--- src/design/nrmc_pkg.sv ---
// Types, constants and field lookup for the NMEA RMC field extractor.
`timescale 1ns / 1ps
`default_nettype none
package nrmc_pkg;

    typedef logic [7:0] t_byte;
    typedef logic [2:0] t_fill;
    typedef logic [3:0] t_count4;

    typedef enum logic [2:0] {
        FC_TIME = 3'd0,
        FC_LAT  = 3'd1,
        FC_NS   = 3'd2,
        FC_LON  = 3'd3,
        FC_EW   = 3'd4,
        FC_DATE = 3'd5
    } t_field_code;

    typedef struct packed {
        logic        emit;
        t_field_code code;
        t_count4     cap;
    } t_field_info;

    localparam int HDR_LEN = 7;
    localparam logic [8*HDR_LEN-1:0] HDR_PATTERN = "$GPRMC,";
    localparam t_byte CHAR_STAR = 8'h2A;
    localparam t_byte CHAR_COMMA = 8'h2C;
    localparam t_count4 COUNT_MAX = 4'd15;

    localparam t_count4 TIME_DATE_CHARS = 4'd9;
    localparam t_count4 COORD_CHARS = 4'd14;
    localparam t_count4 FLAG_CHARS = 4'd1;

    localparam t_count4 NMEA_TIME = 4'd1;
    localparam t_count4 NMEA_LAT = 4'd3;
    localparam t_count4 NMEA_NS = 4'd4;
    localparam t_count4 NMEA_LON = 4'd5;
    localparam t_count4 NMEA_EW = 4'd6;
    localparam t_count4 NMEA_DATE = 4'd9;

    function automatic t_field_info field_info(input t_count4 fnum);
        t_field_info info;
        info = '{emit: 1'b0, code: FC_TIME, cap: 4'd0};
        case (fnum)
            NMEA_TIME: info = '{emit: 1'b1, code: FC_TIME, cap: TIME_DATE_CHARS};
            NMEA_LAT:  info = '{emit: 1'b1, code: FC_LAT,  cap: COORD_CHARS};
            NMEA_NS:   info = '{emit: 1'b1, code: FC_NS,   cap: FLAG_CHARS};
            NMEA_LON:  info = '{emit: 1'b1, code: FC_LON,  cap: COORD_CHARS};
            NMEA_EW:   info = '{emit: 1'b1, code: FC_EW,   cap: FLAG_CHARS};
            NMEA_DATE: info = '{emit: 1'b1, code: FC_DATE, cap: TIME_DATE_CHARS};
            default:   info = '{emit: 1'b0, code: FC_TIME, cap: 4'd0};
        endcase
        return info;
    endfunction

endpackage
`default_nettype wire

--- src/design/nmea_rmc_field_extractor.sv ---
// Top level of the NMEA RMC field extractor: header detection and field tagging.
// An accepted byte beat waits in the input register; its result is registered at the output when it advances.
// Throughput: one byte beat per cycle unless o_stall is raised; each byte is handled in the single decode stage.
// The input register takes a new beat while a finished result waits at the output, unless its own beat has a result.
// Reset is synchronous and active low; it clears the header window and all counters.
// After reset no sentence is open until a complete header has been received.
`timescale 1ns / 1ps
`default_nettype none
module nmea_rmc_field_extractor #(
    parameter int MAX_CAPTURE = 64
) (
    input  wire                  i_clk,
    input  wire                  i_rst_n,
    input  wire                  i_valid,
    output logic                 o_stall,
    input  wire  nrmc_pkg::t_byte i_rx_byte,
    output logic                 o_valid,
    input  wire                  i_stall,
    output logic [2:0]           o_field_code,
    output logic [7:0]           o_field_char,
    output logic [3:0]           o_char_offset,
    output logic                 o_sentence_end
);
    import nrmc_pkg::*;

    localparam int CW = $clog2(MAX_CAPTURE + 1);
    localparam logic [CW-1:0] CAPTURE_LIMIT = CW'(MAX_CAPTURE);
    localparam t_fill FILL_FULL = t_fill'(HDR_LEN);

    logic                   r_in_valid;
    t_byte                  r_in_byte;
    logic [8*HDR_LEN-1:0]   r_win;
    t_fill                  r_fill;
    logic                   r_in_sent;
    logic [CW-1:0]          r_captured;
    t_count4                r_field;
    t_count4                r_offset;
    logic                   r_out_valid;
    t_field_code            r_out_code;
    t_byte                  r_out_char;
    t_count4                r_out_off;
    logic                   r_out_end;

    logic [8*HDR_LEN-1:0]   n_win;
    t_fill                  n_fill;
    logic                   n_in_sent;
    logic [CW-1:0]          n_captured;
    t_count4                n_field;
    t_count4                n_offset;
    logic                   res_valid;
    t_field_code            res_code;
    t_byte                  res_char;
    t_count4                res_off;
    logic                   res_end;
    logic                   out_ready;
    logic                   adv;
    t_field_info            info;

    always_comb begin
        n_win      = {r_win[8*HDR_LEN-9:0], r_in_byte};
        n_fill     = (r_fill == FILL_FULL) ? r_fill : r_fill + 3'd1;
        n_in_sent  = r_in_sent;
        n_captured = r_captured;
        n_field    = r_field;
        n_offset   = r_offset;
        res_valid  = 1'b0;
        res_code   = FC_TIME;
        res_char   = 8'd0;
        res_off    = 4'd0;
        res_end    = 1'b0;
        info       = field_info(r_field);
        if (n_fill == FILL_FULL && n_win == HDR_PATTERN) begin
            n_in_sent  = 1'b1;
            n_captured = '0;
            n_field    = NMEA_TIME;
            n_offset   = 4'd0;
        end else if (r_in_sent) begin
            if (r_in_byte == CHAR_STAR) begin
                n_in_sent = 1'b0;
                res_valid = 1'b1;
                res_end   = 1'b1;
            end else if (r_captured < CAPTURE_LIMIT) begin
                n_captured = r_captured + 1'b1;
                if (r_in_byte == CHAR_COMMA) begin
                    n_field  = (r_field == COUNT_MAX) ? r_field : r_field + 4'd1;
                    n_offset = 4'd0;
                end else begin
                    n_offset = (r_offset == COUNT_MAX) ? r_offset : r_offset + 4'd1;
                    if (info.emit && r_offset < info.cap) begin
                        res_valid = 1'b1;
                        res_code  = info.code;
                        res_char  = r_in_byte;
                        res_off   = r_offset;
                    end
                end
            end
        end
    end

    assign out_ready = !r_out_valid || !i_stall;
    assign adv       = r_in_valid && (out_ready || !res_valid);
    assign o_stall   = r_in_valid && !adv;

    always_ff @(posedge i_clk) begin
        if (!i_rst_n) begin
            r_in_valid <= 1'b0;
        end else if (!o_stall) begin
            r_in_valid <= i_valid;
        end
    end

    always_ff @(posedge i_clk) begin
        if (!o_stall && i_valid) begin
            r_in_byte <= i_rx_byte;
        end
    end

    always_ff @(posedge i_clk) begin
        if (!i_rst_n) begin
            r_win      <= '0;
            r_fill     <= '0;
            r_in_sent  <= 1'b0;
            r_captured <= '0;
            r_field    <= 4'd0;
            r_offset   <= 4'd0;
        end else if (adv) begin
            r_win      <= n_win;
            r_fill     <= n_fill;
            r_in_sent  <= n_in_sent;
            r_captured <= n_captured;
            r_field    <= n_field;
            r_offset   <= n_offset;
        end
    end

    always_ff @(posedge i_clk) begin
        if (!i_rst_n) begin
            r_out_valid <= 1'b0;
        end else if (adv && res_valid) begin
            r_out_valid <= 1'b1;
        end else if (!i_stall) begin
            r_out_valid <= 1'b0;
        end
    end

    always_ff @(posedge i_clk) begin
        if (adv && res_valid) begin
            r_out_code <= res_code;
            r_out_char <= res_char;
            r_out_off  <= res_off;
            r_out_end  <= res_end;
        end
    end

    assign o_valid        = r_out_valid;
    assign o_field_code   = r_out_code;
    assign o_field_char   = r_out_char;
    assign o_char_offset  = r_out_off;
    assign o_sentence_end = r_out_end;

endmodule
`default_nettype wire

--- config.mk ---
export PLATFORM = sky130hd
export DESIGN_NAME = nmea_rmc_field_extractor
export DESIGN_NICKNAME = d
export VERILOG_FILES = /design/src/design/nrmc_pkg.sv /design/src/design/nmea_rmc_field_extractor.sv
export SDC_FILE = /design/constraint.sdc
export NUM_CORES = 1
export LEC_CHECK = 0
export BUFFER_PORTS_ARGS = -buffer_cell sky130_fd_sc_hd__buf_4
export CAP_MARGIN = 20
export CELL_PAD_IN_SITES_DETAIL_PLACEMENT = 1
export CELL_PAD_IN_SITES_GLOBAL_PLACEMENT = 2
export CORE_UTILIZATION = 40
export CTS_BUF_LIST = sky130_fd_sc_hd__clkbuf_4 sky130_fd_sc_hd__clkbuf_8
export DETAILED_ROUTE_END_ITERATION = 12
export PLACE_DENSITY_LB_ADDON = 0.25
export SLEW_MARGIN = 0
export SYNTH_ARGS = -nofsm -noshare
export SYNTH_HDL_FRONTEND = slang
export SYNTH_SLANG_ARGS = --single-unit
--- constraint.sdc ---
create_clock -name i_clk -period 4.5 [get_ports i_clk]
set_clock_uncertainty 0.05 [all_clocks]
set_input_delay 0.9 -clock i_clk [delete_from_list [all_inputs] [get_ports i_clk]]
set_output_delay 0.9 -clock i_clk [all_outputs]
set_load 0.05 [all_outputs]
**Word level (Yosys, flattened, before mapping)**

Index checks and enable logic that the tools add are counted.

- $add $sub $neg: 4
- Multiply operators: 0
- Div/mod/pow operators: 0
- $lt $le $gt $ge: 2
- Equal/unequal tests: 17
- Shift operators: 0
- Mux-type cells: 30
- Bitwise gates (word level): 3
- Reductions and logical operators: 21

Operators with widths:

| kind | number |
|---|---|
| == test 56 x 54 -> 1 bit, second input constant | 1 |
| two-way mux 4 bit | 12 |
| one-hot mux 8 bit (6 select lines) | 1 |
| two-way mux 7 bit | 4 |
| == test 8 x 6 -> 1 bit, second input constant | 2 |
| == test 4 x 3 -> 1 bit, second input constant | 3 |
| == test 4 bit, second input constant | 3 |
| two-way mux 1 bit | 12 |
| adder 4 x 1 -> 4 bit, second input constant | 2 |
| adder 7 x 1 -> 7 bit, second input constant | 1 |
| < comparator 7 bit, second input constant | 1 |
| == test 3 bit, second input constant | 2 |
| logical AND 1 bit | 6 |
| AND reduction 6 bit | 1 |
| nonzero test 2 bit | 3 |
| OR reduction 6 bit | 1 |
| zero test 1 bit | 5 |
| AND reduction 5 bit | 1 |
| == test 4 x 1 -> 1 bit, second input constant | 1 |
| == test 4 x 2 -> 1 bit, second input constant | 1 |
| < comparator 4 bit | 1 |
| inequality test 2 bit, second input constant | 2 |
| AND reduction 4 bit | 1 |
| adder 3 x 1 -> 3 bit, second input constant | 1 |
| 6 further kinds | 9 |

- Bits in registers: 93
- Latch bits: 0
- Bits in writable memories: 0
- Bits in read-only memories: 0
- Word-level logic and storage cells: 90
- Memories: 0

**Depth between registers and ports, before layout**

Gate-level depths: netlist of run 1.

- Word-level depth: 17
- Gate-level depth with buffers: 13
- Gate-level depth less buffers: 11

**Worst setup path after synthesis of run 1**

OpenSTA, ideal clock, no wires.

- Kind: register to output
- Start: register r_field[1]
- End: output port o_stall
- Data arrival time: 2.671 ns
- Required time: 3.550 ns
- Slack: 0.879 ns
- Stages on the path, launching flop included: 11
- Cells stage by stage: dfxtp_1 -> inv_1 -> ha_1 -> and2_1 -> o21bai_1 -> ha_1 -> or2_2 -> o32a_1 -> a211o_2 -> nand2_1 -> and4_1

- Word-level cells in the longest chain between the ends: 15

RTL lines:

| item | line | source |
|---|---|---|
| from (decl) | nmea_rmc_field_extractor.sv:36 | `t_count4 r_field;` |
| from (signal assigned) | nmea_rmc_field_extractor.sv:131 | `r_field <= n_field;` |
| == test 4 bit, or another cell as far along | nrmc_pkg.sv:45 | `case (fnum)` |
| one-hot mux 8 bit (6 select lines) * | nrmc_pkg.sv:45 |  |
| < comparator 4 bit | nmea_rmc_field_extractor.sv:89 | `if (info.emit && r_offset < info.cap) begin` |
| logical AND 1 bit * | nmea_rmc_field_extractor.sv:89 |  |
| two-way mux 1 bit * | nmea_rmc_field_extractor.sv:89 |  |
| two-way mux 1 bit * | nmea_rmc_field_extractor.sv:84 | `if (r_in_byte == CHAR_COMMA) begin` |
| two-way mux 1 bit * | nmea_rmc_field_extractor.sv:82 | `end else if (r_captured < CAPTURE_LIMIT) begin` |
| two-way mux 1 bit * | nmea_rmc_field_extractor.sv:78 | `if (r_in_byte == CHAR_STAR) begin` |
| two-way mux 1 bit * | nmea_rmc_field_extractor.sv:77 | `end else if (r_in_sent) begin` |
| two-way mux 1 bit * | nmea_rmc_field_extractor.sv:72 | `if (n_fill == FILL_FULL && n_win == HDR_PATTERN) begin` |
| zero test 1 bit * | nmea_rmc_field_extractor.sv:101 | `assign adv = r_in_valid && (out_ready \|\| !res_valid);` |
| logical OR 1 bit * | nmea_rmc_field_extractor.sv:101 |  |
| logical AND 1 bit * | nmea_rmc_field_extractor.sv:101 |  |
| zero test 1 bit * | nmea_rmc_field_extractor.sv:102 | `assign o_stall = r_in_valid && !adv;` |
| logical AND 1 bit * | nmea_rmc_field_extractor.sv:102 |  |
| to (decl) | nmea_rmc_field_extractor.sv:15 | `output logic o_stall,` |

Mark *: on every way between the ends. The rest lies on a longest branch, timed or not.

**Final worst setup path of run 1**

Same ends and word-level chain as after synthesis.

==> flow_summary.json, run 1 <==
{
  "sw_frac_of_total": 0.226,
  "clkTransAtPathRegs_ns": 0.10,
  "power_leakage_nw": 1.67,
  "ant_nets": 0,
  "via_per_inst": 5.27,
  "p_clk_frac": 0.394,
  "antenna_found_initial": 0,
  "cts_hold_buf": 0,
  "drv_slew": 0,
  "portBuffers": 29,
  "grt_first_pass_wirelength_um": 16000,
  "grt_pass1_vias": 3193,
  "synthArstFlopShare": 0,
  "power_switching_w": 0.000352,
  "seq_power_share": 0.568,
  "finalNetCount": 481,
  "cts_made_buffers": 9,
  "diodes": 0,
  "vdd_drop_max_mv": 0.140,
  "place_congestion": 0.723,
  "wirelength_um": 9560,
  "synthCells": 438,
  "cp.required_ns": 3.55,
  "seq_area_frac_synth": 0.495,
  "grt.total_usage": 0.186,
  "drc": 0,
  "synth_edf_count": 24,
  "final_common_cell": "nand2_1",
  "fmaxAchievable_mhz": 237,
  "dieArea_sq_um": 11000,
  "setup_viol": 0,
  "status": "finished, final reports clean",
  "end_kind": "output pin",
  "netlist_area_sq_um": 4250,
  "num_io_pins": 30,
  "tns_ns": 0,
  "grt_max_degree": 78,
  "synth_cell_types": 61,
  "die_x_um": 105,
  "grt-ovfl-total": 0,
  "initial_core_util": 0.411,
  "clock_latency_ns": 0.36,
  "worstSetupPathType": "reg -> out",
  "path_max_fanout": 7,
  "cts_tree": "yes",
  "p_per_area_nw_per_um2": 328,
  "core-area_sq_um": 10300,
  "postCtsSetupRepairBufs": 0,
  "hold_viol": 0,
  "clock-sinks": 93,
  "dr.first_iter.drc_count": 88,
  "critPathLaunchType": "flip-flop",
  "final.min_clock_period_ns": 4.22,
  "area_growth_pct": 11.4,
  "drive_gt1_frac": 0.151,
  "cts.path.max_buffers": 2,
  "wl_per_cell_um": 15.9,
  "timing.slew.headroom": 0.345,
  "ys_ff_latch": 93,
  "row_count": 37,
  "arrival_ns": 3.27,
  "vias": 3160,
  "fin_crit_sh": 0.938,
  "cts_resized": 0,
  "rsz0062_at_grt": "false",
  "internal-power_w": 0.00120,
  "tightest_slew_ns": 0.983,
  "synth_nets": 460,
  "mostFrequentLayoutCells": "nand2_1 (116), dfxtp_1 (69), buf_4 (32)",
  "max_cap_viol_count": 0,
  "htreeDepth": 3,
  "combPwrFrac": 0.039,
  "ys_warn_count": 0,
  "n_fill_cell": 1188,
  "hp-class": "reg -> reg",
  "firstDrtPassIters": 4,
  "die_y_um": 105,
  "finish.utilization": 0.458,
  "hpwl_um": 6470,
  "avgSynthCellArea_sq_um": 9.70,
  "clockRootBuffer": "clkbuf_8",
  "synthFlopType": "dfxtp_1"
}
[power by group through the flow]
| stage | clock network [W] | logic [W] | registers [W] |
|---|---|---|---|
| global route | 0.000669 | 0.0000672 | 0.000884 |
| CTS | 0.000628 | 0.0000616 | 0.000883 |
| detailed placement | 0 | 0.0000615 | 0.000902 |
| global placement | 0 | 0.0000603 | 0.000901 |
| floorplan | 0 | 0.0000492 | 0.000895 |
| finish | 0.000611 | 0.0000601 | 0.000882 |
[state kept, by name, indices dropped and copies added, names as in the netlist]
signal	count
r_offset	4
r_in_sent	1
r_in_byte	8
o_sentence_end	1
o_valid	1
o_char_offset	4
r_win	48
r_fill	3
o_field_char	8
r_field	4
o_field_code	3
r_captured	7
r_in_valid	1
[layer usage]
metal,part of all wire,global-route usage,vias to the layer above
met5,0,0,-
met2,0.46,0.293,38
li1,-,-,1580
met1,0.51,0.255,1534
met4,0.013,0.0664,0
met3,0.019,0.0318,8
[metrics by stage]
stage	setup slack [ns]	hold WS, ns	cells	power, W	area [sq um]
floorplan	0.879	0.388	438	0.000944	4250
global placement	0.823	0.401	584	0.000961	4520
detailed placement	0.704	0.410	584	0.000963	4520
CTS	0.280	0.424	600	0.00157	4730
global route	0.110	0.446	600	0.00162	4730
finish	0.281	0.419	600	0.00155	4730
[logic make-up after synthesis]
kind of cell / Yosys count / share of synthesized area
AND/OR/NAND/NOR: 210 / 0.264
buffers and inverters: 26 / 0.0365
AO/OA/AOI/OAI: 97 / 0.171
multiplexers: 2 / 0.00471
adder cells (fa/ha/maj): 10 / 0.0295
flip-flops: 93 / 0.495
[final cells by class]
type / instances / area [sq um] / area share
Sequential cell: 93 / 2100 / 0.444
Multi-Input combinational cell: 319 / 1990 / 0.421
Timing Repair Buffer: 32 / 240 / 0.0508
Tap cell: 136 / 170 / 0.0360
Clock buffer: 9 / 124 / 0.0262
Clock inverter: 7 / 87.6 / 0.0185
Inverter: 4 / 15.0 / 0.00317
[final timing paths]
path / start / endpoint / slack, ns / cells after the start
setup / recovery: r_field[1] / o_stall / 0.28 / 11
hold reg to reg: r_win[45] / r_win[45] / 0.42 / 2
hold / removal: r_win[45] / r_win[45] / 0.42 / 2
setup reg to reg: r_field[1] / r_win[39] / 0.76 / 12
[synth_stat cells, types with 3 or more instances]
cell	count	area, sq um
a21oi_1	5	25.0
nor4b_1	7	61.3
nor3_1	4	20.0
buf_2	6	30.0
nand2_1	116	435
clkbuf_1	7	26.3
and4_1	3	26.3
nand4_1	4	25.0
buf_4	5	37.5
nand2b_1	6	37.5
ha_1	10	125
nand3_1	7	35.0
edfxtp_1	24	721
nand3b_1	4	30.0
nor2b_1	7	43.8
inv_1	4	15.0
a21boi_1	25	188
and2_1	14	87.6
o211ai_1	3	22.5
nor2_1	10	37.5
a211oi_1	3	22.5
o21ai_0	9	45.0
nor4_1	3	18.8
dfxtp_1	69	1380
a21boi_0	30	225
o21bai_1	4	30.0
[critical path, stage by stage, from the launching register on]
cell and delay, ns:
dfxtp_1 0.43, inv_1 0.10, ha_1 0.24, and2_1 0.17
o21bai_1 0.24, ha_1 0.29, or2_2 0.27, o32a_1 0.19
a211o_2 0.40, nand2_1 0.10, and4_1 0.25, buf_4 0.22
Power figures use the tool's default switching activity.
==> run 2: changes to the inputs <==
Settings changed: CELL_PAD_IN_SITES_DETAIL_PLACEMENT 1 to 2.
==> flow_summary.json, run 2 (synthesis gave the netlist of run 1 again) <==
{
  "core-area_sq_um": 10300,
  "fmaxAchievable_mhz": 232,
  "clock-sinks": 93,
  "cts_resized": 0,
  "grt_max_degree": 78,
  "rsz0062_at_grt": "false",
  "postCtsSetupRepairBufs": 0,
  "largest_register_ffs": 48,
  "setup_viol": 0,
  "largest-register": "r_win",
  "grt-ovfl-total": 0,
  "num_io_pins": 30,
  "cp_common_cell": "ha_1",
  "fin_crit_sh": 0.957,
  "row_count": 37,
  "wirelength_um": 10800,
  "worstSetupPathType": "reg -> out",
  "clock_latency_ns": 0.37,
  "grt_pass1_vias": 3464,
  "status": "finished, final reports clean",
  "hpwl_um": 7590,
  "wl_per_cell_um": 18.0,
  "vdd_drop_max_mv": 0.212,
  "final.min_clock_period_ns": 4.31,
  "power_leakage_nw": 1.66,
  "dieArea_sq_um": 11000,
  "die_y_um": 105,
  "diodes": 0,
  "ant_nets": 0,
  "drc": 0,
  "antenna_found_initial": 0,
  "via_per_inst": 5.40,
  "cp.required_ns": 3.55,
  "critPathLaunchType": "flip-flop",
  "final_common_cell": "nand2_1",
  "finalNetCount": 481,
  "hold_viol": 0,
  "crit_slowest_cell": "a211o_2",
  "htreeDepth": 3,
  "drv_slew": 0,
  "tns_ns": 0,
  "drive_gt1_frac": 0.153,
  "vias": 3242,
  "dr.first_iter.drc_count": 83,
  "clkTransAtPathRegs_ns": 0.10,
  "dpl_cell_area_sq_um": 4520,
  "clockRootBuffer": "clkbuf_8",
  "tightest_slew_ns": 1.01,
  "firstDrtPassIters": 4,
  "die_x_um": 105,
  "place_congestion": 0.723,
  "crit_path_max_incr_delay_ns": 0.42,
  "path_max_fanout": 7,
  "end_kind": "output pin",
  "timing.slew.headroom": 0.330,
  "max_cap_viol_count": 0,
  "cts_tree": "yes",
  "hp-class": "reg -> reg",
  "critPathTopFamily": "compound AO/OA/AOI/OAI gates",
  "portBuffers": 29,
  "arrival_ns": 3.36,
  "cts_made_buffers": 9,
  "path_cells": "inv_1 > ha_1 > and2_1 > o21bai_1 > ha_1 > or2_2 > o32a_1 > a211o_2 > nand2_1 > and4_1 > buf_4",
  "area_growth_pct": 11.6,
  "grt.total_usage": 0.208,
  "p_per_area_nw_per_um2": 332,
  "grt_first_pass_wirelength_um": 17800,
  "mostFrequentLayoutCells": "nand2_1 (116), dfxtp_1 (69), buf_4 (32)",
  "fin_area_sq_um": 4740,
  "cts_hold_buf": 0,
  "initial_core_util": 0.411,
  "cts.path.max_buffers": 2,
  "critical_path_buf_inv_count": 2
}
[run 2: cell count changes in the layout (fill, tap and decap cells not counted)]
cell / before / now
inv_6: 1 / 2
clkinv_1: 1 / 0
clkinv_2: 2 / 0
clkinvlp_4: 0 / 2
[run 2: layer usage]
metal  vias up  part of all wire  global-route usage
li1       1581                 -                   -
met4         0             0.017              0.0785
met1      1619              0.47               0.265
met5         -                 0                   0
met3        13             0.015              0.0262
met2        29              0.50               0.358
[run 2: worst min-delay path: stages, from the launching register on]
cell and delay (ns):
dfxtp_1 0.32, nand2_1 0.05, a21boi_0 0.06
[run 2: layout make-up]
type / instances / area, sq um
Fill cell: 1112 / 5580
Sequential cell: 93 / 2100
Timing Repair Buffer: 32 / 240
Clock buffer: 9 / 124
Clock inverter: 7 / 97.6
Inverter: 4 / 15.0
Tap cell: 136 / 170
Multi-Input combinational cell: 319 / 1990
[run 2: final timing paths]
check | startpoint | to | slack, ns | cells after the start
setup reg to reg | r_field[1] | r_win[17] | 0.69 | 12
hold reg to reg | r_win[45] | r_win[45] | 0.42 | 2
setup / recovery | r_field[1] | o_stall | 0.19 | 11
hold / removal | r_win[45] | r_win[45] | 0.42 | 2
[run 2: metrics by stage]
stage / utilization / hold WS (ns) / instances / setup slack, ns / total power [W]
6_report: 0.459 / 0.420 / 600 / 0.193 / 0.00157
2_1_floorplan: - / 0.388 / 438 / 0.879 / 0.000944
5_1_grt: 0.459 / 0.453 / 600 / 0.0264 / 0.00163
4_1_cts: 0.459 / 0.426 / 600 / 0.158 / 0.00159
3_5_place_dp: 0.438 / 0.412 / 584 / 0.612 / 0.000965
3_3_place_gp: 0.438 / 0.401 / 584 / 0.823 / 0.000961
[run 2: power by group]
group / internal (W) / switching [W] / leakage [nW]
registers: 0.000867 / 0.0000152 / 0.822
logic: 0.0000243 / 0.0000367 / 0.737
clock network: 0.000315 / 0.000315 / 0.102
